[src/design/iee_pkg.sv]
// package for the infix expression evaluator
// types, character codes, operator codes and helpers shared by all modules
`timescale 1ns / 1ps
package iee_pkg;

    localparam int STACK_DEPTH_DEF = 64;
    localparam int VAL_W           = 32;

    localparam logic [7:0] CH_EQ   = 8'h3D;
    localparam logic [7:0] CH_ZERO = 8'h30;
    localparam logic [7:0] CH_NINE = 8'h39;
    localparam logic [7:0] CH_LPAR = 8'h28;
    localparam logic [7:0] CH_RPAR = 8'h29;
    localparam logic [7:0] CH_ADD  = 8'h2B;
    localparam logic [7:0] CH_SUB  = 8'h2D;
    localparam logic [7:0] CH_MUL  = 8'h2A;
    localparam logic [7:0] CH_DIV  = 8'h2F;

    localparam logic [2:0] OP_LPAR = 3'd0;
    localparam logic [2:0] OP_ADD  = 3'd1;
    localparam logic [2:0] OP_SUB  = 3'd2;
    localparam logic [2:0] OP_MUL  = 3'd3;
    localparam logic [2:0] OP_DIV  = 3'd4;

    localparam logic [1:0] ST_OK   = 2'd0;
    localparam logic [1:0] ST_DIV0 = 2'd1;
    localparam logic [1:0] ST_OVF  = 2'd2;
    localparam logic [1:0] ST_BAD  = 2'd3;

    typedef enum logic [2:0] {
        CL_DIGIT, CL_LPAR, CL_RPAR, CL_OPER, CL_EQ, CL_UNK
    } t_cls;

    typedef enum logic [1:0] {
        VS_TOP, VS_NEXT, VS_BASE
    } t_vsel;

    typedef struct packed {
        logic       latch_char;
        logic       push_val;
        logic       push_lpar;
        logic       push_cur;
        logic       pop_op;
        logic       set_want;
        logic       clr_want;
        logic [1:0] err;
        t_vsel      vsel;
        logic       lat_rhs;
        logic       exec;
        logic       div_start;
        logic       wb;
        logic       fin_load;
    } t_cmd;

    typedef struct packed {
        t_cls cls;
        logic want;
        logic err_nz;
        logic op_empty;
        logic val_lt2;
        logic val_ne1;
        logic top_lpar;
        logic pop_ok;
        logic op_div;
        logic rhs_zero;
        logic div_done;
        logic out_free;
    } t_sts;

    function automatic logic [1:0] prec(input logic [2:0] op);
        logic [1:0] p;
        case (op)
            OP_ADD, OP_SUB: p = 2'd1;
            OP_MUL, OP_DIV: p = 2'd2;
            default:        p = 2'd0;
        endcase
        return p;
    endfunction

endpackage

[src/design/iee_div.sv]
// iterative signed divider, one quotient bit per cycle, truncates toward zero
// depends on iee_pkg
`timescale 1ns / 1ps
module iee_div (
    input  logic                     i_clk,
    input  logic                     i_rst_n,
    input  logic                     i_start,
    input  logic [iee_pkg::VAL_W-1:0] i_a,
    input  logic [iee_pkg::VAL_W-1:0] i_b,
    output logic                     o_done,
    output logic [iee_pkg::VAL_W-1:0] o_q
);
    localparam int W  = iee_pkg::VAL_W;
    localparam int CW = $clog2(W + 1);

    logic          r_busy, n_busy;
    logic          r_done, n_done;
    logic [CW-1:0] r_cnt, n_cnt;
    logic [W:0]    r_rem, n_rem;
    logic [W-1:0]  r_quo, n_quo;
    logic [W-1:0]  r_mb, n_mb;
    logic          r_neg, n_neg;
    logic [W-1:0]  r_q, n_q;
    logic [W:0]    w_sh, w_diff;

    always_comb begin
        n_busy = r_busy;
        n_done = 1'b0;
        n_cnt  = r_cnt;
        n_rem  = r_rem;
        n_quo  = r_quo;
        n_mb   = r_mb;
        n_neg  = r_neg;
        n_q    = r_q;
        w_sh   = {r_rem[W-1:0], r_quo[W-1]};
        w_diff = w_sh - {1'b0, r_mb};
        if (i_start) begin
            n_busy = 1'b1;
            n_cnt  = '0;
            n_rem  = '0;
            n_quo  = i_a[W-1] ? (~i_a + 1'b1) : i_a;
            n_mb   = i_b[W-1] ? (~i_b + 1'b1) : i_b;
            n_neg  = i_a[W-1] ^ i_b[W-1];
        end else if (r_busy) begin
            if (!w_diff[W]) begin
                n_rem = w_diff;
                n_quo = {r_quo[W-2:0], 1'b1};
            end else begin
                n_rem = w_sh;
                n_quo = {r_quo[W-2:0], 1'b0};
            end
            n_cnt = r_cnt + 1'b1;
            if (r_cnt == CW'(W - 1)) begin
                n_busy = 1'b0;
                n_done = 1'b1;
                n_q    = r_neg ? (~n_quo + 1'b1) : n_quo;
            end
        end
    end

    always_ff @(posedge i_clk) begin
        if (!i_rst_n) begin
            r_busy <= 1'b0;
            r_done <= 1'b0;
            r_cnt  <= '0;
        end else begin
            r_busy <= n_busy;
            r_done <= n_done;
            r_cnt  <= n_cnt;
        end
        r_rem <= n_rem;
        r_quo <= n_quo;
        r_mb  <= n_mb;
        r_neg <= n_neg;
        r_q   <= n_q;
    end

    assign o_done = r_done;
    assign o_q    = r_q;
endmodule

[src/design/iee_dp.sv]
// datapath: character register, operator and value stacks, alu, output register
// depends on iee_pkg and iee_div
`timescale 1ns / 1ps
module iee_dp #(
    parameter int STACK_DEPTH = iee_pkg::STACK_DEPTH_DEF
) (
    input  logic                      i_clk,
    input  logic                      i_rst_n,
    input  logic [7:0]                i_char,
    input  iee_pkg::t_cmd             i_cmd,
    output iee_pkg::t_sts             o_sts,
    input  logic                      i_out_ready,
    output logic                      o_out_valid,
    output logic [iee_pkg::VAL_W-1:0] o_value,
    output logic [1:0]                o_status
);
    localparam int W  = iee_pkg::VAL_W;
    localparam int AW = $clog2(STACK_DEPTH);
    localparam int CW = $clog2(STACK_DEPTH + 1);

    logic [2:0]   op_mem  [STACK_DEPTH];
    logic [W-1:0] val_mem [STACK_DEPTH];

    logic [7:0]    r_char;
    logic [CW-1:0] r_op_cnt, r_val_cnt;
    logic [1:0]    r_err;
    logic          r_want;
    logic [2:0]    r_op_q;
    logic [W-1:0]  r_val_q, r_rhs, r_res;
    logic          r_out_valid;
    logic [W-1:0]  r_value;
    logic [1:0]    r_status;

    iee_pkg::t_cls w_cls;
    logic [2:0]    w_cur;
    logic          w_op_full, w_val_full, w_ovf;
    logic          w_op_we, w_val_we;
    logic [AW-1:0] w_op_wa, w_val_wa, w_op_ra, w_val_ra;
    logic [2:0]    w_op_wd;
    logic [W-1:0]  w_val_wd;
    logic [1:0]    w_code;
    logic          w_div_done;
    logic [W-1:0]  w_div_q;

    always_comb begin
        w_cur = iee_pkg::OP_ADD;
        w_cls = iee_pkg::CL_UNK;
        if (r_char >= iee_pkg::CH_ZERO && r_char <= iee_pkg::CH_NINE) begin
            w_cls = iee_pkg::CL_DIGIT;
        end
        case (r_char)
            iee_pkg::CH_EQ:   w_cls = iee_pkg::CL_EQ;
            iee_pkg::CH_LPAR: w_cls = iee_pkg::CL_LPAR;
            iee_pkg::CH_RPAR: w_cls = iee_pkg::CL_RPAR;
            iee_pkg::CH_ADD: begin
                w_cls = iee_pkg::CL_OPER;
                w_cur = iee_pkg::OP_ADD;
            end
            iee_pkg::CH_SUB: begin
                w_cls = iee_pkg::CL_OPER;
                w_cur = iee_pkg::OP_SUB;
            end
            iee_pkg::CH_MUL: begin
                w_cls = iee_pkg::CL_OPER;
                w_cur = iee_pkg::OP_MUL;
            end
            iee_pkg::CH_DIV: begin
                w_cls = iee_pkg::CL_OPER;
                w_cur = iee_pkg::OP_DIV;
            end
            default: ;
        endcase
    end

    assign w_op_full  = (r_op_cnt == CW'(STACK_DEPTH));
    assign w_val_full = (r_val_cnt == CW'(STACK_DEPTH));
    assign w_ovf      = ((i_cmd.push_lpar || i_cmd.push_cur) && w_op_full)
                      || (i_cmd.push_val && w_val_full);
    assign w_op_ra    = r_op_cnt[AW-1:0] - 1'b1;
    assign w_op_wa    = r_op_cnt[AW-1:0];
    assign w_op_we    = (i_cmd.push_lpar || i_cmd.push_cur) && !w_op_full;
    assign w_op_wd    = i_cmd.push_cur ? w_cur : iee_pkg::OP_LPAR;

    always_comb begin
        case (i_cmd.vsel)
            iee_pkg::VS_TOP:  w_val_ra = r_val_cnt[AW-1:0] - 1'b1;
            iee_pkg::VS_NEXT: w_val_ra = r_val_cnt[AW-1:0] - AW'(2);
            default:          w_val_ra = '0;
        endcase
        if (i_cmd.wb) begin
            w_val_we = 1'b1;
            w_val_wa = r_val_cnt[AW-1:0] - AW'(2);
            w_val_wd = (r_op_q == iee_pkg::OP_DIV) ? w_div_q : r_res;
        end else begin
            w_val_we = i_cmd.push_val && !w_val_full;
            w_val_wa = r_val_cnt[AW-1:0];
            w_val_wd = {{(W-4){1'b0}}, r_char[3:0]};
        end
        w_code = (i_cmd.err != iee_pkg::ST_OK) ? i_cmd.err
               : (w_ovf ? iee_pkg::ST_OVF : iee_pkg::ST_OK);
    end

    always_ff @(posedge i_clk) begin
        if (w_op_we) begin
            op_mem[w_op_wa] <= w_op_wd;
        end
        r_op_q <= op_mem[w_op_ra];
        if (w_val_we) begin
            val_mem[w_val_wa] <= w_val_wd;
        end
        r_val_q <= val_mem[w_val_ra];
    end

    iee_div u_div (
        .i_clk   (i_clk),
        .i_rst_n (i_rst_n),
        .i_start (i_cmd.div_start),
        .i_a     (r_val_q),
        .i_b     (r_rhs),
        .o_done  (w_div_done),
        .o_q     (w_div_q)
    );

    always_ff @(posedge i_clk) begin
        if (i_cmd.latch_char) begin
            r_char <= i_char;
        end
        if (i_cmd.lat_rhs) begin
            r_rhs <= r_val_q;
        end
        if (i_cmd.exec) begin
            case (r_op_q)
                iee_pkg::OP_ADD: r_res <= r_val_q + r_rhs;
                iee_pkg::OP_SUB: r_res <= r_val_q - r_rhs;
                iee_pkg::OP_MUL: r_res <= r_val_q * r_rhs;
                default:         r_res <= '0;
            endcase
        end
        if (i_cmd.fin_load) begin
            r_value  <= (r_err == iee_pkg::ST_OK) ? r_val_q : '0;
            r_status <= r_err;
        end
    end

    always_ff @(posedge i_clk) begin
        if (!i_rst_n) begin
            r_op_cnt    <= '0;
            r_val_cnt   <= '0;
            r_err       <= iee_pkg::ST_OK;
            r_want      <= 1'b1;
            r_out_valid <= 1'b0;
        end else if (i_cmd.fin_load) begin
            r_op_cnt    <= '0;
            r_val_cnt   <= '0;
            r_err       <= iee_pkg::ST_OK;
            r_want      <= 1'b1;
            r_out_valid <= 1'b1;
        end else begin
            if (i_out_ready) begin
                r_out_valid <= 1'b0;
            end
            if (w_op_we) begin
                r_op_cnt <= r_op_cnt + 1'b1;
            end else if (i_cmd.pop_op || i_cmd.wb) begin
                r_op_cnt <= r_op_cnt - 1'b1;
            end
            if (i_cmd.wb) begin
                r_val_cnt <= r_val_cnt - 1'b1;
            end else if (w_val_we) begin
                r_val_cnt <= r_val_cnt + 1'b1;
            end
            if (r_err == iee_pkg::ST_OK && w_code != iee_pkg::ST_OK) begin
                r_err <= w_code;
            end
            if (i_cmd.set_want) begin
                r_want <= 1'b1;
            end else if (i_cmd.clr_want) begin
                r_want <= 1'b0;
            end
        end
    end

    always_comb begin
        o_sts.cls      = w_cls;
        o_sts.want     = r_want;
        o_sts.err_nz   = (r_err != iee_pkg::ST_OK);
        o_sts.op_empty = (r_op_cnt == '0);
        o_sts.val_lt2  = (r_val_cnt < CW'(2));
        o_sts.val_ne1  = (r_val_cnt != CW'(1));
        o_sts.top_lpar = (r_op_q == iee_pkg::OP_LPAR);
        o_sts.pop_ok   = (r_op_cnt != '0)
                       && (iee_pkg::prec(r_op_q) >= iee_pkg::prec(w_cur));
        o_sts.op_div   = (r_op_q == iee_pkg::OP_DIV);
        o_sts.rhs_zero = (r_rhs == '0);
        o_sts.div_done = w_div_done;
        o_sts.out_free = !r_out_valid || i_out_ready;
    end

    assign o_out_valid = r_out_valid;
    assign o_value     = r_value;
    assign o_status    = r_status;

    a_op_cnt_range: assert property (@(posedge i_clk) disable iff (!i_rst_n)
        r_op_cnt <= CW'(STACK_DEPTH))
        else $error("operator count beyond depth");
    a_val_cnt_range: assert property (@(posedge i_clk) disable iff (!i_rst_n)
        r_val_cnt <= CW'(STACK_DEPTH))
        else $error("value count beyond depth");
    a_fin_clears: assert property (@(posedge i_clk) disable iff (!i_rst_n)
        i_cmd.fin_load |=> r_out_valid && r_op_cnt == '0 && r_val_cnt == '0
                           && r_err == iee_pkg::ST_OK)
        else $error("stacks not cleared after result");
    a_wb_has_two: assert property (@(posedge i_clk) disable iff (!i_rst_n)
        i_cmd.wb |-> r_val_cnt >= CW'(2) && r_op_cnt != '0)
        else $error("apply without operands");
endmodule

[src/design/iee_ctrl.sv]
// controller state machine: decodes characters and sequences operator application
// depends on iee_pkg
`timescale 1ns / 1ps
module iee_ctrl (
    input  logic          i_clk,
    input  logic          i_rst_n,
    input  logic          i_in_valid,
    output logic          o_in_ready,
    input  iee_pkg::t_sts i_sts,
    output iee_pkg::t_cmd o_cmd
);
    typedef enum logic [10:0] {
        S_IDLE    = 11'b00000000001,
        S_DECODE  = 11'b00000000010,
        S_POP_RD  = 11'b00000000100,
        S_POP_CHK = 11'b00000001000,
        S_AP_V1   = 11'b00000010000,
        S_AP_V2   = 11'b00000100000,
        S_AP_EX   = 11'b00001000000,
        S_AP_DIV  = 11'b00010000000,
        S_AP_WB   = 11'b00100000000,
        S_FIN     = 11'b01000000000,
        S_FIN2    = 11'b10000000000
    } t_state;

    t_state        r_state, n_state;
    iee_pkg::t_cls r_mode, n_mode;

    always_comb begin
        n_state = r_state;
        n_mode  = r_mode;
        o_cmd   = '0;
        o_cmd.vsel = iee_pkg::VS_BASE;
        o_in_ready = (r_state == S_IDLE);
        case (r_state)
            S_IDLE: begin
                if (i_in_valid) begin
                    o_cmd.latch_char = 1'b1;
                    n_state = S_DECODE;
                end
            end
            S_DECODE: begin
                n_mode  = i_sts.cls;
                n_state = S_IDLE;
                if (i_sts.cls == iee_pkg::CL_EQ) begin
                    if (i_sts.want) begin
                        o_cmd.err = iee_pkg::ST_BAD;
                    end
                    n_state = S_POP_RD;
                end else if (!i_sts.err_nz) begin
                    case (i_sts.cls)
                        iee_pkg::CL_DIGIT: begin
                            if (!i_sts.want) begin
                                o_cmd.err = iee_pkg::ST_BAD;
                            end else begin
                                o_cmd.push_val = 1'b1;
                                o_cmd.clr_want = 1'b1;
                            end
                        end
                        iee_pkg::CL_LPAR: begin
                            if (!i_sts.want) begin
                                o_cmd.err = iee_pkg::ST_BAD;
                            end else begin
                                o_cmd.push_lpar = 1'b1;
                            end
                        end
                        iee_pkg::CL_RPAR, iee_pkg::CL_OPER: begin
                            if (i_sts.want) begin
                                o_cmd.err = iee_pkg::ST_BAD;
                            end else begin
                                n_state = S_POP_RD;
                            end
                        end
                        default: o_cmd.err = iee_pkg::ST_BAD;
                    endcase
                end
            end
            S_POP_RD: n_state = S_POP_CHK;
            S_POP_CHK: begin
                n_state = S_AP_V1;
                case (r_mode)
                    iee_pkg::CL_EQ: begin
                        if (i_sts.err_nz || i_sts.op_empty) begin
                            n_state = S_FIN;
                        end else if (i_sts.top_lpar) begin
                            o_cmd.err = iee_pkg::ST_BAD;
                            n_state = S_FIN;
                        end
                    end
                    iee_pkg::CL_RPAR: begin
                        if (i_sts.err_nz) begin
                            n_state = S_IDLE;
                        end else if (i_sts.op_empty) begin
                            o_cmd.err = iee_pkg::ST_BAD;
                            n_state = S_IDLE;
                        end else if (i_sts.top_lpar) begin
                            o_cmd.pop_op = 1'b1;
                            n_state = S_IDLE;
                        end
                    end
                    default: begin
                        if (i_sts.err_nz) begin
                            o_cmd.set_want = 1'b1;
                            n_state = S_IDLE;
                        end else if (!i_sts.pop_ok) begin
                            o_cmd.push_cur = 1'b1;
                            o_cmd.set_want = 1'b1;
                            n_state = S_IDLE;
                        end
                    end
                endcase
                if (n_state == S_AP_V1 && i_sts.val_lt2) begin
                    o_cmd.err = iee_pkg::ST_BAD;
                    n_state = S_POP_RD;
                end
            end
            S_AP_V1: begin
                o_cmd.vsel = iee_pkg::VS_TOP;
                n_state = S_AP_V2;
            end
            S_AP_V2: begin
                o_cmd.lat_rhs = 1'b1;
                o_cmd.vsel = iee_pkg::VS_NEXT;
                n_state = S_AP_EX;
            end
            S_AP_EX: begin
                if (i_sts.op_div) begin
                    if (i_sts.rhs_zero) begin
                        o_cmd.err = iee_pkg::ST_DIV0;
                        n_state = S_POP_RD;
                    end else begin
                        o_cmd.div_start = 1'b1;
                        n_state = S_AP_DIV;
                    end
                end else begin
                    o_cmd.exec = 1'b1;
                    n_state = S_AP_WB;
                end
            end
            S_AP_DIV: begin
                if (i_sts.div_done) begin
                    n_state = S_AP_WB;
                end
            end
            S_AP_WB: begin
                o_cmd.wb = 1'b1;
                n_state = S_POP_RD;
            end
            S_FIN: begin
                if (!i_sts.err_nz && i_sts.val_ne1) begin
                    o_cmd.err = iee_pkg::ST_BAD;
                end
                n_state = S_FIN2;
            end
            S_FIN2: begin
                if (i_sts.out_free) begin
                    o_cmd.fin_load = 1'b1;
                    n_state = S_IDLE;
                end
            end
            default: n_state = S_IDLE;
        endcase
    end

    always_ff @(posedge i_clk) begin
        if (!i_rst_n) begin
            r_state <= S_IDLE;
            r_mode  <= iee_pkg::CL_UNK;
        end else begin
            r_state <= n_state;
            r_mode  <= n_mode;
        end
    end

    a_onehot: assert property (@(posedge i_clk) disable iff (!i_rst_n)
        $onehot(r_state))
        else $error("state not one-hot");
    a_wb_follows: assert property (@(posedge i_clk) disable iff (!i_rst_n)
        o_cmd.wb |=> r_state == S_POP_RD)
        else $error("write-back not followed by stack check");
    a_fin_once: assert property (@(posedge i_clk) disable iff (!i_rst_n)
        o_cmd.fin_load |=> !o_cmd.fin_load && r_state == S_IDLE)
        else $error("result loaded twice");
endmodule

[src/design/infix_expression_evaluator_top.sv]
// top level of the infix expression evaluator
// ties iee_ctrl and iee_dp together; depends on iee_pkg
//
// usage: one ascii character per input word on the slave stream (tdata[7:0]).
// digits, + - * / and parentheses build the expression, '=' ends it.
// only '=' produces an output word on the master stream:
//   tdata[31:0] value (two's complement), tdata[33:32] status, upper bits zero.
// status 0 ok, 1 divide by zero, 2 stack overflow, 3 malformed or unknown.
// one character is taken at a time; tready is high only while the
// controller is idle. a digit or '(' is decoded and the controller returns
// to idle; an operator, ')' or '=' also checks the operator stack and
// applies each operator popped from it, with each division run in the divider
// (one quotient bit per cycle). '=' then does the final check and the result load.
// the result sits in an output register, so new characters are accepted
// while it waits; a following '=' holds until the register is taken.
// reset (synchronous, active low) empties both stacks and clears the error state.
`timescale 1ns / 1ps
module infix_expression_evaluator_top #(
    parameter int STACK_DEPTH = iee_pkg::STACK_DEPTH_DEF
) (
    input  logic        i_clk,
    input  logic        i_rst_n,
    input  logic        i_s_axis_tvalid,
    output logic        o_s_axis_tready,
    input  logic [7:0]  i_s_axis_tdata,   // char_code
    output logic        o_m_axis_tvalid,
    input  logic        i_m_axis_tready,
    output logic [39:0] o_m_axis_tdata    // value[31:0], status[33:32]
);
    iee_pkg::t_cmd w_cmd;
    iee_pkg::t_sts w_sts;
    logic [iee_pkg::VAL_W-1:0] w_value;
    logic [1:0]                w_status;

    iee_ctrl u_ctrl (
        .i_clk      (i_clk),
        .i_rst_n    (i_rst_n),
        .i_in_valid (i_s_axis_tvalid),
        .o_in_ready (o_s_axis_tready),
        .i_sts      (w_sts),
        .o_cmd      (w_cmd)
    );

    iee_dp #(
        .STACK_DEPTH (STACK_DEPTH)
    ) u_dp (
        .i_clk       (i_clk),
        .i_rst_n     (i_rst_n),
        .i_char      (i_s_axis_tdata),
        .i_cmd       (w_cmd),
        .o_sts       (w_sts),
        .i_out_ready (i_m_axis_tready),
        .o_out_valid (o_m_axis_tvalid),
        .o_value     (w_value),
        .o_status    (w_status)
    );

    assign o_m_axis_tdata = {6'd0, w_status, w_value};
endmodule

[config.mk]
export PLATFORM = sky130hd
export DESIGN_NAME = infix_expression_evaluator_top
export DESIGN_NICKNAME = d
export VERILOG_FILES = /design/src/design/iee_pkg.sv /design/src/design/iee_div.sv /design/src/design/iee_dp.sv /design/src/design/iee_ctrl.sv /design/src/design/infix_expression_evaluator_top.sv
export SDC_FILE = /design/constraint.sdc
export NUM_CORES = 2
export LEC_CHECK = 0
export ABC_AREA = 1
export BUFFER_PORTS_ARGS = -buffer_cell sky130_fd_sc_hd__buf_2
export CAP_MARGIN = 30
export CORE_AREA = 5 5 504 506
export DETAILED_ROUTE_END_ITERATION = 7
export DIE_AREA = 0 0 509 511
export PLACE_DENSITY = 0.68
export REMOVE_ABC_BUFFERS = 1
export SYNTH_ARGS = -nofsm -noshare
export SYNTH_HDL_FRONTEND = slang
export SYNTH_SLANG_ARGS = --single-unit
[constraint.sdc]
create_clock -name i_clk -period 6.2 [get_ports i_clk]
set_input_delay 0.31 -clock i_clk [delete_from_list [all_inputs] [get_ports i_clk]]
set_output_delay 0.31 -clock i_clk [all_outputs]
set_load 0.005 [all_outputs]
==> flow_summary.toml <==
[global_routing]
grt_pass1_wl_mm = 539.8
grt_antenna_before_repair = 14
grt_start_max_net_pins = 231
grt-ovfl-total = 0
grt_usage = 0.2740
first_global_vias = 85030

[detailed_routing]
drc = 1
dr_total_vias = 88020
finalWirelength_mm = 365.7
wl_per_cell_um = 24.45
drtIter0Drc = 10980
antenna_left = 0
vias_per_cell = 5.886
drt_pre_antenna_iters = 8

[clock_network]
clock_sinks = 2550
clkTransAtPathRegs_ps = 60
htree_levels = 5
cts_tree = "built"
clock_path_buffers = 4
cts_buffers = 286
clock_latency_ps = 940
cts_root_buf = "clkbuf_16"

[floorplan]
io-pin-count = 54
coreArea_mm2 = 0.2496
placementRows = 184
initial_core_util = 0.4962
die_area_mm2 = 0.2601
die_y_um = 511
fp.dieW_um = 509

[power_and_ir_drop]
peakVddDrop_uv = 296.0
power_density_mw_per_mm2 = 250.3
power.total_mw = 35.43
cellLeakagePower_nw = 49.40

[sta]
timing.hold.ws_ps = 148.4
skew_ps = 65.03
finalSetupViolations = 20
rsz0062_at_grt = "yes"
setup_ws_ps = -468.1
period_share = 1.076
fmax_mhz = 150.0
tightest_slew_ps = 1085
slew_viol_final = 0
min_period_ps = 6668
hold_viol_final = 0
slew_headroom = 0.2748

[setup_path]
critPathLaunchType = "flop"
path_cells = "buf_4, nand2_2, inv_2, fa_1, inv_2, fa_1, fa_1, fa_1, inv_2, fa_1, fa_1, fa_1, fa_1, ha_4, a21oi_4, o21ai_1, a21oi_2, nand3_2, nand2_1, o211ai_1, buf_4, o21ai_2, nand2_1"
reg2reg_setup_slack_ps = -470
crit_arrival_ps = 7300
path_class = "reg2reg"
cp_max_fo = 7
critPathMaxStageDelay_ps = 640
cp_slowest_cell = "fa_1"
worstSetupEndpointType = "flop"
worst-endpoint-required_ps = 6830
path_common_cell = "fa_1"

[placed_design]
gp_congestion = 0.9278
hpwl_mm = 231.6
portBuffers = 47

[hold_path]
holdCritPathClass = "in2reg"

[yosys]
avgSynthCellArea_um2 = 11.09
syn-cell-area_mm2 = 0.1238
yosysWarnings = 0
async_flop_share = 0
yosysSeqAreaShare = 0.6098
synth_enable_flop_cells = 2443
ys_ff_latch = 2550
syn_inst = 11160
ys.flop_type = "edfxtp_1"
yosysUniqueCellTypes = 62

[outcome]
violations = "design-rule violations, negative setup slack"
status = "complete, but fails checks"

[final_layout]
nNetsFinal = 12040
n_fill_cell = 20360
final_layout_size_suffix_gt1_frac = 0.1183
syn_to_final_growth_pct = 14.31

[flow_run]
drv_cap = 0
==> through the flow <==
stage	TNS, ps	area [um2]	worst slack (ps)	instances	utilization
after global routing	-9550	141500	-730.6	14950	0.5671
final	-5056	141500	-468.1	14950	0.5672
after CTS	-5329	140600	-451.0	14920	0.5634
after global placement	-8456	131000	-719.7	14410	0.5250
after floorplan	-1340220	120900	-36700	10480	-
after detailed placement	-9086	131200	-757.0	14410	0.5256
==> synthesized netlist by cell type (10+ instances only) <==
cell type	number	area share
a21o_1	10	0.00061
a21oi_1	203	0.0082
a31oi_1	16	0.00081
buf_1	65	0.0020
buf_2	182	0.0074
buf_4	20	0.0012
clkbuf_1	415	0.013
dfxtp_1	107	0.017
edfxtp_1	2443	0.59
fa_1	411	0.066
ha_1	206	0.021
inv_1	999	0.030
inv_2	13	0.00039
mux2i_1	24	0.0019
nand2_1	1154	0.035
nand3_1	320	0.013
nand4_1	49	0.0025
nor2_1	1938	0.059
nor3_1	51	0.0021
nor4_1	25	0.0013
o211ai_1	551	0.033
o21ai_0	1200	0.049
o21ai_1	244	0.0099
o21bai_1	84	0.0051
o221ai_1	24	0.0017
o22ai_1	82	0.0041
o32ai_1	24	0.0017
or2_2	18	0.00091
xnor2_1	66	0.0047
xor2_1	129	0.0091
==> sequential cells by signal (all words and copies together) (netlist names), 3 cells and up <==
register,flops
u_dp.r_val_q,32
u_dp.u_div.r_quo,32
u_dp.u_div.o_q,32
u_dp.r_char,8
u_dp.r_op_cnt,7
u_dp.op_mem,192
u_dp.u_div.r_mb,32
u_dp.o_value,32
u_dp.r_res,32
u_dp.u_div.r_cnt,6
u_dp.u_div.r_rem,32
u_ctrl.r_state,11
u_dp.r_op_q,3
u_ctrl.r_mode,3
u_dp.val_mem,2048
u_dp.r_rhs,32
u_dp.r_val_cnt,7
==> timing repair <==
item | 4_1_cts | 5_1_grt
pin swaps | 64 | 147
cloned | 1 | 1
gates resized for setup | 155 | 170
hold buffers | 12 | 0
setup endpoints to repair | 22 | 23
hold endpoints to repair | 31 | 0
buffers inserted | 15 | 29
==> cells in the final DEF (no fill, tap or decap), drive strengths merged, types with 3 or more instances in the layout <==
master and count:
clkinv 86, xor2 129, ha 206, a211oi 6, dlygate4sd3 12, nor3 55, nor4 26, nand3 324
xnor2 66, fa 411, buf 626, a21boi 4, nor2 1947, o21bai 84, a21oi 203, o221ai 24
diode 4, a221oi 7, o32ai 24, o21ai 1446, clkbuf 373, a31oi 16, nand4 49, o211ai 551
o21a 9, and3 3, a21o 10, conb 6, edfxtp 2443, inv 1016, nand2 1158, dfxtp 107
nand3b 6, bufinv 17, mux2i 24, clkinvlp 7, o22ai 83, or2 18, o31ai 9
==> kinds of logic after synthesis <==
logic type,after synthesis,share of synthesized area
AO/OA/AOI/OAI,2483,0.1170
other,1,0.00003029
flip-flops,2550,0.6098
adder cells (fa/ha/maj),617,0.08727
AND/OR/NAND/NOR,3590,0.1159
buffers and inverters,1702,0.05430
XOR/XNOR,195,0.01379
multiplexers,24,0.001940
==> layer usage <==
layer  track usage  vias up  wire [um]
met5             0        -         38
met4        0.1209        6      18400
met3       0.04521      772      34150
met2        0.4284     4490     168400
met1        0.3801    43570     144700
li1              -    39180          -
==> final cells by class <==
class	instances	area, um2	area share
clock buffer	373	7660	0.05412
sequential	2550	75530	0.5336
clock inverter	110	993.5	0.007019
inverter	1016	3839	0.02712
tap	3348	4189	0.02960
timing repair buffer	638	5668	0.04004
multi-input combinational	6915	43660	0.3084
antenna	4	10.01	0.00007072
==> critical path, delay by kind of cell, from the launching register on <==
family,cells,cell delay (ps)
and+or+nand+nor,4,310
AOI/OAI and AO/OA,5,630
adders and majority gates,9,4330
buffers and inverters,5,570
DFF,1,510
==> power by group <==
part           switching [mW]  internal [mW]
logic                   0.501          0.233
registers              0.0338           18.7
clock network            6.62           9.37
==> path summary, 6_finish.rpt <==
| check | from | end | cells after the start |
|---|---|---|---|
| setup reg to reg | u_dp.r_val_q[17]$_DFF_P_ | u_dp.r_res[25]$_DFFE_PP_ | 23 |
| hold / removal | i_s_axis_tdata[0] | u_dp.r_char[0]$_DFFE_PP_ | 2 |
| hold reg to reg | u_dp.r_err[1]$_SDFFE_PP0P_ | u_dp.o_status[1]$_DFFE_PP_ | 0 |
| setup / recovery | u_dp.r_val_q[17]$_DFF_P_ | u_dp.r_res[25]$_DFFE_PP_ | 23 |
(Power assumes the default switching activity.)
